## src/hw/rtl/bedhv_pkg.sv

```systemverilog
// Package for the button edge debounce and hold verifier.
// Holds opcodes, register indexes, field widths and the shared structs.
// No dependencies.
`default_nettype none

package bedhv_pkg;

    localparam int TIME_W  = 32;
    localparam int CFG_W   = 16;
    localparam int LEVEL_W = 3;
    localparam int BTN_W   = 2;
    localparam int IDX_W   = 2;

    localparam logic OP_EDGE = 1'b0;
    localparam logic OP_POLL = 1'b1;

    localparam logic [IDX_W-1:0] REG_MIN_HOLD = 2'd0;
    localparam logic [IDX_W-1:0] REG_LOCKOUT  = 2'd1;
    localparam logic [IDX_W-1:0] REG_ACTIVE   = 2'd2;

    localparam logic [CFG_W-1:0]   MIN_HOLD_RST = 16'd20;
    localparam logic [CFG_W-1:0]   LOCKOUT_RST  = 16'd150;
    localparam logic [LEVEL_W-1:0] ACTIVE_RST   = 3'b100;

    typedef struct packed {
        logic [CFG_W-1:0]   min_hold_ms;
        logic [CFG_W-1:0]   lockout_ms;
        logic [LEVEL_W-1:0] active_levels;
    } t_cfg;

    typedef struct packed {
        logic               opcode;
        logic [BTN_W-1:0]   button;
        logic               raw_level;
        logic [LEVEL_W-1:0] poll_levels;
        logic [TIME_W-1:0]  time_ms;
    } t_cmd;

    // Buttons without a bit in a level field read as level 0.
    function automatic logic level_bit(input logic [LEVEL_W-1:0] levels, input int idx);
        logic res;
        res = 1'b0;
        for (int k = 0; k < LEVEL_W; k++) begin
            if (k == idx) begin
                res = levels[k];
            end
        end
        return res;
    endfunction

endpackage

`default_nettype wire

```

## src/hw/rtl/button_edge_debounce_hold_verify.sv

```systemverilog
// Top level of the button edge debounce and hold verifier.
// Depends on bedhv_pkg, bedhv_state and bedhv_emit.
//
// Input items enter on i_in_valid / o_in_stall; a transfer happens at a rising
// edge with valid high and stall low. Opcode 0 is a pin edge, opcode 1 a poll.
// Results leave on o_out_valid / i_out_stall, one transfer per decision, with
// o_last_of_run set on the final decision of a poll.
// Every accepted item waits in the input register and is processed there.
// An edge item updates the button state when it is processed and produces no
// result. A poll item loads the result sequencer, so its first result comes
// from the input register through the sequencer's mask register; a poll that
// decides k buttons sends one result per cycle while the receiver does not stall.
// Edges stream at one per cycle unless a poll waits ahead of them. A poll
// waits in the input register while the sequencer still holds results of an
// earlier poll. When the receiver stalls, the current result holds and the
// input side stalls once a poll waits behind it. Reset clears the per-button
// seen and armed flags and pending results and restores the register defaults.
`default_nettype none

module button_edge_debounce_hold_verify #(
    parameter int NUM_BUTTONS = 3
) (
    input  wire logic                           i_clk,
    input  wire logic                           i_rst_n,
    input  wire logic                           i_cfg_wr_en,
    input  wire logic [bedhv_pkg::IDX_W-1:0]    i_cfg_index,
    input  wire logic [bedhv_pkg::CFG_W-1:0]    i_cfg_data,
    input  wire logic                           i_in_valid,
    output logic                                o_in_stall,
    input  wire logic                           i_opcode,
    input  wire logic [bedhv_pkg::BTN_W-1:0]    i_button,
    input  wire logic                           i_raw_level,
    input  wire logic [bedhv_pkg::LEVEL_W-1:0]  i_poll_levels,
    input  wire logic [bedhv_pkg::TIME_W-1:0]   i_time_ms,
    output logic                                o_out_valid,
    input  wire logic                           i_out_stall,
    output logic [bedhv_pkg::BTN_W-1:0]         o_button_id,
    output logic                                o_accepted,
    output logic [bedhv_pkg::TIME_W-1:0]        o_press_time,
    output logic                                o_last_of_run
);

    bedhv_pkg::t_cfg r_cfg;
    bedhv_pkg::t_cmd r_cmd;
    logic            r_in_valid;

    logic                   in_go;
    logic                   in_load;
    logic                   emit_ready;
    logic                   poll_load;
    logic [NUM_BUTTONS-1:0] due;
    logic [NUM_BUTTONS-1:0] still;

    always_ff @(posedge i_clk) begin
        if (!i_rst_n) begin
            r_cfg.min_hold_ms   <= bedhv_pkg::MIN_HOLD_RST;
            r_cfg.lockout_ms    <= bedhv_pkg::LOCKOUT_RST;
            r_cfg.active_levels <= bedhv_pkg::ACTIVE_RST;
        end else if (i_cfg_wr_en) begin
            unique case (i_cfg_index)
                bedhv_pkg::REG_MIN_HOLD: r_cfg.min_hold_ms <= i_cfg_data;
                bedhv_pkg::REG_LOCKOUT:  r_cfg.lockout_ms  <= i_cfg_data;
                bedhv_pkg::REG_ACTIVE:
                    r_cfg.active_levels <= i_cfg_data[bedhv_pkg::LEVEL_W-1:0];
                default: ;
            endcase
        end
    end

    assign in_go      = r_in_valid &&
                        ((r_cmd.opcode == bedhv_pkg::OP_EDGE) || emit_ready);
    assign o_in_stall = r_in_valid && !in_go;
    assign in_load    = i_in_valid && !o_in_stall;
    assign poll_load  = in_go && (r_cmd.opcode == bedhv_pkg::OP_POLL);

    always_ff @(posedge i_clk) begin
        if (!i_rst_n) begin
            r_in_valid <= 1'b0;
        end else if (in_load) begin
            r_in_valid <= 1'b1;
        end else if (in_go) begin
            r_in_valid <= 1'b0;
        end
    end

    always_ff @(posedge i_clk) begin
        if (in_load) begin
            r_cmd.opcode      <= i_opcode;
            r_cmd.button      <= i_button;
            r_cmd.raw_level   <= i_raw_level;
            r_cmd.poll_levels <= i_poll_levels;
            r_cmd.time_ms     <= i_time_ms;
        end
    end

    bedhv_state #(
        .NUM_BUTTONS(NUM_BUTTONS)
    ) u_state (
        .i_clk   (i_clk),
        .i_rst_n (i_rst_n),
        .i_cmd   (r_cmd),
        .i_cfg   (r_cfg),
        .i_go    (in_go),
        .o_due   (due),
        .o_still (still)
    );

    bedhv_emit #(
        .NUM_BUTTONS(NUM_BUTTONS)
    ) u_emit (
        .i_clk         (i_clk),
        .i_rst_n       (i_rst_n),
        .i_load        (poll_load),
        .i_mask        (due),
        .i_still       (still),
        .i_time        (r_cmd.time_ms),
        .o_ready       (emit_ready),
        .o_out_valid   (o_out_valid),
        .i_out_stall   (i_out_stall),
        .o_button_id   (o_button_id),
        .o_accepted    (o_accepted),
        .o_press_time  (o_press_time),
        .o_last_of_run (o_last_of_run)
    );

    // A transfer that is not the last of its poll is always followed by more.
    a_run_continues: assert property (@(posedge i_clk) disable iff (!i_rst_n)
        o_out_valid && !i_out_stall && !o_last_of_run |=> o_out_valid)
        else $error("result run ended before its last decision");

    // A poll never overwrites results that the receiver has not taken.
    a_poll_waits: assert property (@(posedge i_clk) disable iff (!i_rst_n)
        r_in_valid && (r_cmd.opcode == bedhv_pkg::OP_POLL) && o_out_valid &&
        i_out_stall |-> o_in_stall)
        else $error("poll processed while results were pending");

    // Reported buttons exist.
    a_button_range: assert property (@(posedge i_clk) disable iff (!i_rst_n)
        o_out_valid |-> (NUM_BUTTONS > 4) || (32'(o_button_id) < NUM_BUTTONS))
        else $error("result names a button that does not exist");

    // Reset leaves no result pending.
    a_reset_clears: assert property (@(posedge i_clk)
        !i_rst_n |=> !o_out_valid)
        else $error("result valid right after reset");

endmodule

`default_nettype wire

```

## src/hw/rtl/bedhv_state.sv

```systemverilog
// Per-button lockout and candidate state, with the hold-time compare.
// Depends on bedhv_pkg.
`default_nettype none

module bedhv_state #(
    parameter int NUM_BUTTONS = 3
) (
    input  wire logic                   i_clk,
    input  wire logic                   i_rst_n,
    input  wire bedhv_pkg::t_cmd        i_cmd,
    input  wire bedhv_pkg::t_cfg        i_cfg,
    input  wire logic                   i_go,
    output logic [NUM_BUTTONS-1:0]      o_due,
    output logic [NUM_BUTTONS-1:0]      o_still
);

    logic [bedhv_pkg::TIME_W-1:0] r_last_time [NUM_BUTTONS];
    logic [bedhv_pkg::TIME_W-1:0] r_cand_time [NUM_BUTTONS];
    logic [NUM_BUTTONS-1:0]       r_edge_seen;
    logic [NUM_BUTTONS-1:0]       r_armed;

    logic [NUM_BUTTONS-1:0] hit_edge;
    logic [NUM_BUTTONS-1:0] edge_active;
    logic                   edge_go;
    logic                   poll_go;

    assign edge_go = i_go && (i_cmd.opcode == bedhv_pkg::OP_EDGE);
    assign poll_go = i_go && (i_cmd.opcode == bedhv_pkg::OP_POLL);

    always_comb begin
        logic [bedhv_pkg::TIME_W-1:0] lock_diff;
        logic [bedhv_pkg::TIME_W-1:0] hold_diff;
        for (int i = 0; i < NUM_BUTTONS; i++) begin
            lock_diff = i_cmd.time_ms - r_last_time[i];
            hold_diff = i_cmd.time_ms - r_cand_time[i];
            hit_edge[i] = edge_go && (32'(i_cmd.button) == i) &&
                          !(r_edge_seen[i] &&
                            (lock_diff < {16'd0, i_cfg.lockout_ms}));
            edge_active[i] = (i_cmd.raw_level ==
                              bedhv_pkg::level_bit(i_cfg.active_levels, i));
            o_due[i] = r_armed[i] && (hold_diff >= {16'd0, i_cfg.min_hold_ms});
            o_still[i] = (bedhv_pkg::level_bit(i_cmd.poll_levels, i) ==
                          bedhv_pkg::level_bit(i_cfg.active_levels, i));
        end
    end

    always_ff @(posedge i_clk) begin
        if (!i_rst_n) begin
            r_edge_seen <= '0;
            r_armed     <= '0;
        end else begin
            for (int i = 0; i < NUM_BUTTONS; i++) begin
                if (hit_edge[i]) begin
                    r_edge_seen[i] <= 1'b1;
                    r_armed[i]     <= edge_active[i];
                end else if (poll_go && o_due[i]) begin
                    r_armed[i] <= 1'b0;
                end
            end
        end
    end

    always_ff @(posedge i_clk) begin
        for (int i = 0; i < NUM_BUTTONS; i++) begin
            if (hit_edge[i]) begin
                r_last_time[i] <= i_cmd.time_ms;
                if (edge_active[i]) begin
                    r_cand_time[i] <= i_cmd.time_ms;
                end
            end
        end
    end

endmodule

`default_nettype wire

```

## src/hw/rtl/bedhv_emit.sv

```systemverilog
// Result sequencer: sends the decisions of one poll in ascending button order.
// Depends on bedhv_pkg.
`default_nettype none

module bedhv_emit #(
    parameter int NUM_BUTTONS = 3
) (
    input  wire logic                           i_clk,
    input  wire logic                           i_rst_n,
    input  wire logic                           i_load,
    input  wire logic [NUM_BUTTONS-1:0]         i_mask,
    input  wire logic [NUM_BUTTONS-1:0]         i_still,
    input  wire logic [bedhv_pkg::TIME_W-1:0]   i_time,
    output logic                                o_ready,
    output logic                                o_out_valid,
    input  wire logic                           i_out_stall,
    output logic [bedhv_pkg::BTN_W-1:0]         o_button_id,
    output logic                                o_accepted,
    output logic [bedhv_pkg::TIME_W-1:0]        o_press_time,
    output logic                                o_last_of_run
);

    logic [NUM_BUTTONS-1:0]       r_mask;
    logic [NUM_BUTTONS-1:0]       r_still;
    logic [bedhv_pkg::TIME_W-1:0] r_time;

    logic [NUM_BUTTONS-1:0] low_oh;
    logic [NUM_BUTTONS-1:0] rest;
    logic                   take;

    always_comb begin
        logic found;
        found       = 1'b0;
        low_oh      = '0;
        o_button_id = '0;
        for (int i = 0; i < NUM_BUTTONS; i++) begin
            if (r_mask[i] && !found) begin
                found       = 1'b1;
                low_oh[i]   = 1'b1;
                o_button_id = bedhv_pkg::BTN_W'(i);
            end
        end
    end

    assign rest          = r_mask & ~low_oh;
    assign o_out_valid   = |r_mask;
    assign o_accepted    = |(r_still & low_oh);
    assign o_press_time  = r_time;
    assign o_last_of_run = (rest == '0);
    assign take          = o_out_valid && !i_out_stall;
    assign o_ready       = !o_out_valid || (take && o_last_of_run);

    always_ff @(posedge i_clk) begin
        if (!i_rst_n) begin
            r_mask <= '0;
        end else if (i_load) begin
            r_mask <= i_mask;
        end else if (take) begin
            r_mask <= rest;
        end
    end

    always_ff @(posedge i_clk) begin
        if (i_load) begin
            r_still <= i_still;
            r_time  <= i_time;
        end
    end

endmodule

`default_nettype wire
```

## config.mk

```make
export PLATFORM = sky130hd
export DESIGN_NAME = button_edge_debounce_hold_verify
export DESIGN_NICKNAME = d
export VERILOG_FILES = /design/src/hw/rtl/bedhv_pkg.sv /design/src/hw/rtl/button_edge_debounce_hold_verify.sv /design/src/hw/rtl/bedhv_state.sv /design/src/hw/rtl/bedhv_emit.sv
export SDC_FILE = /design/constraint.sdc
export NUM_CORES = 1
export LEC_CHECK = 0
export BUFFER_PORTS_ARGS = -buffer_cell sky130_fd_sc_hd__buf_2
export CAP_MARGIN = 20
export CORE_MARGIN = 3
export CORE_UTILIZATION = 55
export DETAILED_ROUTE_END_ITERATION = 8
export MAX_ROUTING_LAYER = met4
export PLACE_DENSITY = 0.75
export SYNTH_ARGS = -nofsm -noshare
export SYNTH_HDL_FRONTEND = slang
export SYNTH_SLANG_ARGS = --single-unit
```

## constraint.sdc

```tcl
create_clock -name i_clk -period 7.1 [get_ports i_clk]
set_input_delay 0.71 -clock i_clk [delete_from_list [all_inputs] [get_ports i_clk]]
set_output_delay 0.71 -clock i_clk [all_outputs]
set_load 0.1 [all_outputs]
```

* Word-level counts from Yosys, hierarchy flattened *
Memory sizes are Yosys's and may differ from the RTL's.
Index checks and enable logic that the tools add are counted.

word-level totals
  output and inout bits = 38
  bits of input ports = 62
  RAM bits = 192
  logic and storage cells = 141
  memories = 2
  register bits = 119

memories
  memory               depth  width  read ports  clocked after Yosys merged registers in  wr ports  RTL line           source
  u_state.r_cand_time  3      32     3           0                                        1         bedhv_state.sv:18  logic [bedhv_pkg::TIME_W-1:0] r_cand_time [NUM_BUTTONS];
  u_state.r_last_time  3      32     3           0                                        1         bedhv_state.sv:17  logic [bedhv_pkg::TIME_W-1:0] r_last_time [NUM_BUTTONS];

cells by class
  muxes and demuxes = 43
  $lt $le $gt $ge = 6
  reduce and logical (&&, ||, !) cells = 52
  add/subtract/negate cells = 6
  equal/unequal tests = 10
  bitwise gates (word level) = 4

operator list
  kind                                                             number
  32-bit subtractor                                                6
  32-bit 2-to-1 mux                                                4
  32-bit OR reduction                                              4
  32-bit by 16-bit >= comparator with 1-bit output                 3
  32-bit by 16-bit < comparator with 1-bit output                  3
  1-bit 2-to-1 mux                                                 32
  1-bit logical AND                                                24
  2-bit 2-to-1 mux                                                 5
  2-bit nonzero test                                               5
  1-bit logical NOT                                                9
  3-bit bitwise AND                                                2
  1-bit == test                                                    6
  3-bit 2-to-1 mux                                                 2
  2-bit AND reduction                                              3
  3-bit OR reduction                                               2
  2-bit by 1-bit == test with 1-bit output, second input constant  2
  2-bit == test, second input constant                             2
  2-bit logical NOT                                                2
  3-bit logical NOT                                                1
  3-bit inverter                                                   1
  1-bit logical OR                                                 2
  1-bit inverter                                                   1

* Logic depth before layout (Yosys ltp) *
Gate-level depths: netlist (run 1).

  word-level depth = 22
  mapped depth = 23
  depth with buffers taken out = 23

* Cells and area by module *
A second synthesis (run 1) with hierarchy kept.

unflattened totals
  cells, all modules = 2547
  area, all modules = 23805.3 µm²

by module, submodules not included
  module                            times used  area an instance (µm²)  cells an instance
  bedhv_state                       1           19925.4                 2301
  button_edge_debounce_hold_verify  1           2596.2                  182
  bedhv_emit                        1           1283.7                  64

* Worst setup path after synthesis (run 1) *
No wires, ideal clock.

  path type = register to register
  start point = register r_cmd[0] (netlist bit)
  end point = memory u_state.r_cand_time[0][64] (netlist bit), enable pin
  path slack = 0.426 ns
  cell stages (with the launch flop) = 24
  period minus slack after synthesis = 6.674 ns
  buffers on the path = 0
  data arrival time = 6.282 ns
  cells stage by stage = edfxtp_1 inv_1 ha_1 inv_1 fa_1 a21o_1 a21o_1 or2_2 a21o_1 a21o_1 a21oi_1 xnor2_1 ha_1 nand2_1 nor3_1 o2111ai_1 a211oi_1 nor4b_1 o21ai_0 nor4_1 nand4_1 nor4_1 a21oi_1 and2_1

on the way
  elaborated cells on any way between the ends = 27

RTL lines
  what                                                                   RTL line                                source
  from (decl)                                                            button_edge_debounce_hold_verify.sv:44  bedhv_pkg::t_cmd r_cmd;
  32-bit subtractor *                                                    bedhv_state.sv:34                       lock_diff = i_cmd.time_ms - r_last_time[i];
  32-bit by 16-bit < comparator with 1-bit output *                      bedhv_state.sv:38                       (lock_diff < {16'd0, i_cfg.lockout_ms}));
  1-bit logical AND *                                                    bedhv_state.sv:37                       !(r_edge_seen[i] &&
  1-bit logical NOT *                                                    bedhv_state.sv:37
  1-bit logical AND *                                                    bedhv_state.sv:36                       hit_edge[i] = edge_go && (32'(i_cmd.button) == i) &&
  named net u_state.hit_edge[2]                                          bedhv_state.sv:22                       logic [NUM_BUTTONS-1:0] hit_edge;
  1-bit 2-to-1 mux *                                                     bedhv_state.sv:65                       if (hit_edge[i]) begin
  1-bit 2-to-1 mux (not written as such) *                               bedhv_state.sv:68                       r_cand_time[i] <= i_cmd.time_ms;
  32-bit OR reduction (no line)                                          n/a
  2-bit 2-to-1 mux (no line) / 1-bit 2-to-1 mux (equally long branches)  n/a
  to (decl)                                                              bedhv_state.sv:18

Mark *: on every way through the listed nets, which the timed path passes. The rest lies on a longest branch.

* Final worst setup path (run 1) *
  start point = register r_cmd[0] (netlist bit)
  end point = memory u_state.r_cand_time[0][78] (netlist bit), enable pin

Same word-level chain as after synthesis.

==> reports/metrics.csv, run 1 <==
metric,value,unit
power_switching,0.00176,W
gp_congestion,0.996,
first_global_vias,19000,
layout_commonest_cell,ha_1,
grt-ovfl-total,0,
ios,100,
grt_util_all_layers,31.5,%
seqPwrFrac,37.4,%
numCtsBuffers,36,
fin_crit,6400,ps
core-area,0.0414,sq mm
clkPwrFrac,35.8,%
regArea,0.00889,sq mm
crit_path_frequent_cell,a21o_1,
rsz0062_at_grt,no,
fp.dieArea,0.0451,sq mm
peakVddDrop,146,uV
vias_per_cell,6.29,
fin_skew,23.2,ps
status,"complete, no violations",
slew_headroom,28.8,%
tightest_slew,1060,ps
pwr-share-comb,26.8,%
place_area,0.0246,sq mm
grt_max_degree,49,
switching_share,31.5,%
tns,0,ps
crit_buf_inv,3,
slowest_stage,nor4_1,
start_util,56.6,%
ctsLongestPathBuffers,3,
clock_latency,560,ps
setup_viol,0,
antenna_cells,0,
final_hold_viol_count,0,
first_iter_violations,1879,
worst-path-max-fanout,32,
clk_pin_slew,70,ps
ys.warnings.count,0,
setup_slack,704,ps
power_density,216,mW/mm^2
fin_area,0.0258,sq mm
syn_area_per_cell,9.43,sq um
clkSinkCount,311,
fp.dieW,212,um
wirelength,69.5,mm
intPower,0.00382,W
seq_area_frac_synth,38.0,%
min_period_over_period,90.1,%
netlist_instances,2482,
cp-start-kind,flip-flop,
vias,19700,
synth_top_flop_cell,edfxtp_1,
crit_family,simple AND/OR/NAND/NOR gates,
synthesis.nets,2829,
synth.distinct_cells,77,
post_cts_buffers,0,
post_cts_resized,0,
rows,74,
ys_ff_latch,311,
synth_edf_count,266,
area_delta_synth_final,10.4,%
multi_input_area,0.0132,sq mm
synth_area,0.0234,sq mm
slew_violations,0,
whs,334,ps
wl_per_cell,22.2,um
min_path_type,in -> reg,
fmax,156,MHz
worstSetupEndpointType,flip-flop,
hpwl,51.6,mm
drt_pre_antenna_iters,6,
antenna_found_initial,1,
cap_violations,0,
grt_pass1_wl,107,mm
port_buffers,99,
critPathArrivalTime,6640,ps
fp.dieH,212,um
critPathKind,reg -> reg,
cp.required,7340,ps
num-fill-cells,3458,
p_leak,11.1,nW
dp_slack,872,ps
nets,2925,
cp_slowest_stage_delay,650,ps
cts-htree-levels,2,
async_reset_ff_share,0,%
drcViolationCount,0,
ant_nets,0,
cp_cell_sequence,inv_1 -> ha_1 -> inv_1 -> fa_1 -> a21o_1 -> a21o_1 -> or2_2 -> a21o_1 -> a21o_1 -> a21oi_1 -> xnor2_1 -> ha_1 -> nand2_1 -> nor2_1 -> a211oi_1 -> a21oi_1 -> nor4b_1 -> o21ai_0 -> nor4_1 -> nand4_1 -> nor4_1 -> a21oi_4 -> and2_1 -> buf_4,
drive_gt1_share,8.79,%
root_buffer,clkbuf_16,
cts_tree,yes,
layout_common_cells,"279 x ha_1, 269 x inv_1, 266 x edfxtp_1",
cts_hold_buf,0,
## stage by stage
| step | std cells | power (W) | util [%] |
|---|---|---|---|
| floorplan | 2482 | 0.00318 | - |
| global placement | 3072 | 0.00355 | 59.4 |
| detailed placement | 3072 | 0.00359 | 59.4 |
| CTS | 3136 | 0.00559 | 62.4 |
| global route | 3136 | 0.00583 | 62.4 |
| finish | 3136 | 0.00558 | 62.4 |
## cell families after synthesis
logic type / synth area share, %
AOI/OAI and AO/OA: 22.0
and+or+nand+nor: 13.4
buffers and inverters: 5.61
DFF: 38.0
adders and majority gates: 15.4
xor gates and xnor gates: 4.42
muxes: 1.17
## power groups by stage
stage / clock network, W / logic (W) / registers (W)
6_report: 0.00200 / 0.00149 / 0.00209
5_1_grt: 0.00210 / 0.00164 / 0.00209
4_1_cts: 0.00203 / 0.00147 / 0.00209
3_5_place_dp: 0 / 0.00146 / 0.00213
3_3_place_gp: 0 / 0.00143 / 0.00213
2_1_floorplan: 0 / 0.000964 / 0.00222
## layer usage
layer	part of all wire, %	vias to the layer above	track usage [%]
met5	0	-	-
met4	5.2	0	14.4
met3	6.7	186	4.90
met2	46	724	50.0
met1	42	9458	40.1
li1	-	9358	-
## cell type report
class | instances | area share (%)
Multi-Input combinational cell | 1824 | 51.2
Sequential cell | 311 | 34.4
Clock buffer | 46 | 3.96
Inverter | 269 | 3.91
Timing Repair Buffer | 136 | 2.99
Tap cell | 532 | 2.58
Clock inverter | 18 | 0.935
## cells in the mapped netlist (23+ instances only)
cell | number | area share, %
o211ai_1 | 33 | 1.1
o2111ai_1 | 23 | 0.86
inv_1 | 269 | 4.3
a31oi_1 | 24 | 0.64
clkbuf_1 | 72 | 1.2
nor2_1 | 111 | 1.8
a211oi_1 | 31 | 0.99
nand2_1 | 194 | 3.1
nand2b_1 | 40 | 1.1
nand3_1 | 41 | 0.88
o21ai_0 | 126 | 2.7
nor2b_1 | 37 | 0.99
o21a_1 | 53 | 1.7
ha_1 | 279 | 15
dfxtp_1 | 45 | 3.8
a21oi_1 | 200 | 4.3
nor3_1 | 33 | 0.71
a21o_1 | 99 | 3.2
mux2i_1 | 25 | 1.1
and2_1 | 25 | 0.67
xnor2_1 | 76 | 2.8
edfxtp_1 | 266 | 34
a21boi_0 | 40 | 1.3
nand4_1 | 47 | 1.3
xor2_1 | 42 | 1.6
## worst paths after layout
path	start	endpoint	slack, ps	cells after the start
setup reg to reg	r_cmd[0]	u_state.r_cand_time[0][78]	700	24
hold / removal	i_poll_levels[2]	r_cmd[34]	330	1
hold reg to reg	r_cfg[27]	r_cfg[27]	470	2
setup / recovery	r_cmd[0]	u_state.r_cand_time[0][78]	700	24
## state kept, by name, indices dropped and copies added, names as in the netlist
register             flops
u_state.r_cand_time     96
u_state.r_last_time     96
r_cmd                   39
r_cfg                   35
u_emit.o_press_time     32
u_emit.r_mask            3
u_emit.r_still           3
u_state.r_armed          3
u_state.r_edge_seen      3
r_in_valid               1
## worst reg2reg max path: stages, from the launching register on
cell	delay, ps
edfxtp_1	500
inv_1	250
ha_1	240
inv_1	70
fa_1	400
a21o_1	200
a21o_1	170
or2_2	290
a21o_1	210
a21o_1	170
a21oi_1	180
xnor2_1	150
ha_1	250
nand2_1	80
nor2_1	50
a211oi_1	230
a21oi_1	90
nor4b_1	580
o21ai_0	230
nor4_1	350
nand4_1	140
nor4_1	650
a21oi_4	140
and2_1	170
buf_4	250
Power figures use the tool's default switching activity.
==> run 2, diff against run 1 <==
--- a/config.mk
+++ b/config.mk
@@ -6,12 +6,11 @@
 export NUM_CORES = 1
 export LEC_CHECK = 0
 export BUFFER_PORTS_ARGS = -buffer_cell sky130_fd_sc_hd__buf_2
-export CAP_MARGIN = 20
 export CORE_MARGIN = 3
 export CORE_UTILIZATION = 55
 export DETAILED_ROUTE_END_ITERATION = 8
 export MAX_ROUTING_LAYER = met4
-export PLACE_DENSITY = 0.75
+export PLACE_DENSITY = 0.79
 export SYNTH_ARGS = -nofsm -noshare
 export SYNTH_HDL_FRONTEND = slang
 export SYNTH_SLANG_ARGS = --single-unit
==> reports/metrics.csv, run 2 (same netlist as run 1, synthesis figures left out) <==
metric,value,unit
slowest_stage,edfxtp_1,
crit_family,compound AO/OA/AOI/OAI gates,
grt_max_degree,49,
clock_latency,540,ps
power_switching,0.00175,W
reg2reg_to,u_state.r_cand_time[0][37],
switching_share,31.9,%
clk_pin_slew,60,ps
post_cts_resized,0,
largestRegisters,"u_state.r_cand_time (96), u_state.r_last_time (96), r_cmd (39)",
critPathKind,reg -> reg,
cp.required,7340,ps
layout_commonest_cell,ha_1,
pwr-share-comb,26.6,%
slew_violations,0,
port_buffers,99,
reg2reg_depth,22,
core-area,0.0414,sq mm
rsz0062_at_grt,no,
antenna_cells,0,
fin_crit,6090,ps
cts_tree,yes,
met3_usage,3.78,%
drcViolationCount,0,
area_delta_synth_final,10.0,%
min_period_over_period,85.7,%
grt_util_all_layers,30.7,%
critPathArrivalTime,6330,ps
first_global_vias,18700,
drt_pre_antenna_iters,5,
fp.dieW,212,um
layout_common_cells,"279 x ha_1, 269 x inv_1, 266 x edfxtp_1",
post_cts_buffers,0,
seqPwrFrac,38.5,%
ant_nets,0,
r2r_slack,1010,ps
clkPwrFrac,34.9,%
grt_pass1_wl,105,mm
worst-path-max-fanout,32,
worstSetupEndpointType,flip-flop,
grt-ovfl-total,0,
wl_per_cell,21.8,um
cp_cell_sequence,ha_1 -> and2_1 -> a221oi_2 -> nor2_1 -> nor3_1 -> o21a_1 -> o21bai_1 -> a211oi_1 -> nor2_1 -> ha_1 -> a21o_1 -> a21oi_1 -> o211a_1 -> o2111ai_1 -> or4_1 -> a21oi_1 -> o2111ai_1 -> nor4b_1 -> nand4_1 -> o21a_1 -> and2_1 -> buf_4,
holdPathStages,1,
start_util,56.6,%
numCtsBuffers,36,
gp_congestion,0.984,
cp_slowest_stage_delay,740,ps
power_density,213,mW/mm^2
place_inst,3066,
status,"complete, no violations",
hold_start,i_time_ms[25],
ios,100,
min_path_type,in -> reg,
intPower,0.00374,W
grt_util_met1,39.2,%
fmax,164,MHz
first_iter_violations,1750,
hold_end,r_cmd[25],
p_leak,11.0,nW
root_buffer,clkbuf_16,
nets,2919,
final_hold_viol_count,0,
final_cells,3132,
drive_gt1_share,8.62,%
antenna_found_initial,0,
slew_headroom,30.0,%
fin_skew,16.7,ps
fp.dieH,212,um
hpwl,50.3,mm
vias_per_cell,6.27,
rows,74,
cap_violations,0,
cts_hold_buf,0,
peakVddDrop,204,uV
grt.busiest_layer,met2,
clkSinkCount,311,
crit_buf_inv,1,
wirelength,68.3,mm
tightest_slew,1050,ps
ctsLongestPathBuffers,3,
rr_startpoint,r_cmd[5],
setup_viol,0,
vias,19600,
cts-htree-levels,2,
use_met2,48.8,%
cp-start-kind,flip-flop,
fp.dieArea,0.0451,sq mm
tns,0,ps
## run 2: worst max path at each step
stage / from / cells past startpoint / slack [ps] / endpoint
3_3_place_gp: r_cmd[5] / 22 / 1350 / u_state.r_cand_time[0][35]
4_1_cts: r_cmd[5] / 22 / 1140 / u_state.r_cand_time[0][37]
6_report: r_cmd[5] / 22 / 1010 / u_state.r_cand_time[0][37]
3_5_place_dp: r_cmd[5] / 22 / 1160 / u_state.r_cand_time[0][32]
5_1_grt: r_cmd[4] / 22 / 620 / u_state.r_cand_time[0][34]
2_1_floorplan: r_cmd[0] / 23 / 430 / u_state.r_cand_time[0][64]
## run 2: layout make-up
type                            instances  area, sq um
Clock buffer                           45          998
Clock inverter                         21          219
Fill cell                            3440        15600
Inverter                              269         1010
Multi-Input combinational cell       1824        13200
Sequential cell                       311         8890
Tap cell                              532          666
Timing Repair Buffer                  130          728
## run 2: stage by stage
step                total power (W)  utilization [%]  cell area, sq um  hold WS [ps]  setup WS (ps)
floorplan                   0.00318                -             23400           432            426
global placement            0.00354             59.3             24500           443           1350
detailed placement          0.00358             59.3             24500           453           1160
CTS                         0.00549             62.2             25700           322           1140
global route                0.00573             62.2             25700           325            618
finish                      0.00549             62.2             25700           345           1010
## run 2: metal layers
| layer | vias up | wire length (um) | part of all wire (%) |
|---|---|---|---|
| li1 | 9356 | - | - |
| met1 | 9348 | 28800 | 42 |
| met2 | 741 | 31300 | 46 |
| met3 | 189 | 4380 | 6.4 |
| met4 | 0 | 3830 | 5.6 |
| met5 | - | 0 | 0 |
## run 2: power by group through the flow
stage	Sequential (W)	Combinational (W)	Clock, W
finish	0.00211	0.00146	0.00191
floorplan	0.00222	0.000964	0
global placement	0.00215	0.00139	0
CTS	0.00211	0.00144	0.00194
detailed placement	0.00215	0.00142	0
global route	0.00212	0.00161	0.00201
## run 2: worst register-to-register path: stages (launching register included)
cell and delay (ps):
edfxtp_1 740, ha_1 380, and2_1 200, a221oi_2 420
nor2_1 140, nor3_1 340, o21a_1 250, o21bai_1 90
a211oi_1 260, nor2_1 70, ha_1 300, a21o_1 180
a21oi_1 160, o211a_1 170, o2111ai_1 110, or4_1 420
a21oi_1 130, o2111ai_1 110, nor4b_1 350, nand4_1 230
o21a_1 250, and2_1 170, buf_4 280
==> run 3, diff against run 2 <==
--- a/config.mk
+++ b/config.mk
@@ -5,6 +5,7 @@
 export SDC_FILE = /design/constraint.sdc
 export NUM_CORES = 1
 export LEC_CHECK = 0
+export ABC_AREA = 1
 export BUFFER_PORTS_ARGS = -buffer_cell sky130_fd_sc_hd__buf_2
 export CORE_MARGIN = 3
 export CORE_UTILIZATION = 55
==> reports/metrics.csv, run 3 <==
metric,value,unit
status,"complete, no violations",
yosys-top-cells-count,"1525 x nand2_1, 956 x inv_1, 336 x nor2_1",
wl_per_cell,16.6,um
first_global_vias,24300,
place_area,0.0287,sq mm
async_reset_ff_share,0,%
hpwl,65.1,mm
hold_end,r_cmd[11],
clkPwrFrac,36.9,%
rr_startpoint,r_cmd[0],
crit_path_frequent_cell,nand3_1,
synth.distinct_cells,36,
reg2reg_to,u_state.r_cand_time[0][19],
critPathArrivalTime,4860,ps
cp_cell_sequence,inv_1 -> ha_1 -> inv_1 -> fa_1 -> nand3_1 -> nand3_1 -> nand3_1 -> nand3b_1 -> xor2_1 -> ha_1 -> a21oi_1 -> o211a_1 -> nand3_1 -> nor2_1 -> nand2_1 -> nor2_1 -> nand3_1 -> nand2_1 -> inv_1 -> buf_4 -> nand2_1 -> inv_1 -> buf_4,
layout_commonest_cell,nand2_1,
r2r_slack,2440,ps
synth_edf_count,266,
fp.dieArea,0.0523,sq mm
clock_latency,570,ps
synth_top_area_share,29.3,%
slew_violations,0,
grt_max_degree,39,
crit_family,buffers and inverters,
crit_buf_inv,6,
fp.dieW,229,um
power_switching,0.00169,W
cts_hold_buf,0,
drt_pre_antenna_iters,6,
post_cts_buffers,0,
vias_per_cell,5.12,
core-area,0.0483,sq mm
fmax,215,MHz
start_util,56.4,%
synth_most_common_cell,nand2_1,
wirelength,82.3,mm
port_buffers,99,
ys_ff_latch,311,
nets,4610,
final_hold_viol_count,0,
power_density,175,mW/mm^2
reg2reg_depth,23,
min_path_type,in -> reg,
worst-path-max-fanout,33,
syn_area_per_cell,6.63,sq um
synth_top_flop_cell,edfxtp_1,
fin_crit,4660,ps
ys.warnings.count,0,
tightest_slew,1010,ps
tns,0,ps
ctsLongestPathBuffers,3,
antenna_found_initial,3,
vias,25400,
drcViolationCount,0,
numCtsBuffers,36,
fin_area,0.0299,sq mm
worstSetupEndpointType,flip-flop,
first_iter_violations,2016,
total_power,0.00523,W
cp-start-kind,flip-flop,
synth_area_leaders,"edfxtp_1 29%, nand2_1 21%, inv_1 13%",
synth_top_cell_by_area,edfxtp_1,
cts_tree,yes,
setup_viol,0,
slew_headroom,32.8,%
ios,100,
p_leak,16.7,nW
synthesis.nets,4460,
clk_pin_slew,60,ps
seqPwrFrac,40.0,%
cp.required,7300,ps
holdPathStages,1,
min_period_over_period,65.6,%
hold_start,i_time_ms[11],
cap_violations,0,
root_buffer,clkbuf_16,
cts-htree-levels,2,
slowest_stage,edfxtp_1,
grt_pass1_wl,128,mm
grt_util_all_layers,32.0,%
drive_gt1_share,5.22,%
peakVddDrop,166,uV
synth_area,0.0273,sq mm
pwr-share-comb,23.2,%
netlist_instances,4113,
rsz0062_at_grt,no,
largestRegisters,"u_state.r_cand_time (96), u_state.r_last_time (96), r_cmd (39)",
fin_skew,34.7,ps
area_delta_synth_final,9.73,%
clkSinkCount,311,
critPathKind,reg -> reg,
switching_share,32.2,%
gp_congestion,1.06,
grt-ovfl-total,0,
fp.dieH,229,um
ant_nets,0,
post_cts_resized,0,
rows,80,
intPower,0.00355,W
seq_area_frac_synth,32.6,%
cp_slowest_stage_delay,510,ps
layout_common_cells,"1525 x nand2_1, 956 x inv_1, 336 x nor2_1",
-- run 3: worst max path at each step --
stage                        start                    endpoint  slack, ps  cells after the start
after detailed placement  r_cmd[5]  u_state.r_cand_time[0][26]       2540                     22
after CTS                 r_cmd[0]  u_state.r_cand_time[0][19]       2490                     23
after global placement    r_cmd[5]  u_state.r_cand_time[0][26]       2660                     22
final                     r_cmd[0]  u_state.r_cand_time[0][19]       2440                     23
after global routing      r_cmd[0]  u_state.r_cand_time[0][19]       2150                     23
after floorplan           r_cmd[0]  u_state.r_cand_time[0][64]       2540                     25
-- run 3: kinds of logic after synthesis --
group,share of synthesized area [%]
xor+xnor,3.21
compound gates,5.22
fa+ha+maj,13.3
flops,32.6
simple gates,32.3
buf+inv,13.4
-- run 3: layer usage --
layer | global-route usage, % | part of all wire [%] | vias to the layer above
met3 | 3.64 | 5.5 | 269
met2 | 54.4 | 48 | 781
met5 | - | 0 | -
met1 | 36.6 | 40 | 11400
met4 | 18.9 | 6.7 | 0
li1 | - | - | 12900
-- run 3: through the flow --
stage / instances / hold slack, ps / setup slack (ps) / util [%]
floorplan: 4113 / 434 / 2540 / -
global placement: 4881 / 443 / 2660 / 59.4
detailed placement: 4881 / 469 / 2540 / 59.4
CTS: 4947 / 285 / 2490 / 61.8
global route: 4949 / 287 / 2150 / 61.9
finish: 4950 / 313 / 2440 / 61.9
-- run 3: layout make-up --
class / count / area (sq um)
clock buffers: 42 / 955
fillers: 4543 / 18400
multi-input cells: 2833 / 14700
clock inverters: 24 / 244
inverters: 959 / 3600
flip-flops and latches: 311 / 8890
diodes: 3 / 7.51
well taps: 656 / 821
repair buffers: 122 / 668
-- run 3: power groups by stage --
stage | Clock, W | Sequential [W] | Combinational, W
2_1_floorplan | 0 | 0.00215 | 0.000822
3_3_place_gp | 0 | 0.00213 | 0.00117
3_5_place_dp | 0 | 0.00213 | 0.00119
4_1_cts | 0.00196 | 0.00209 | 0.00120
5_1_grt | 0.00202 | 0.00209 | 0.00137
6_report | 0.00193 | 0.00209 | 0.00121
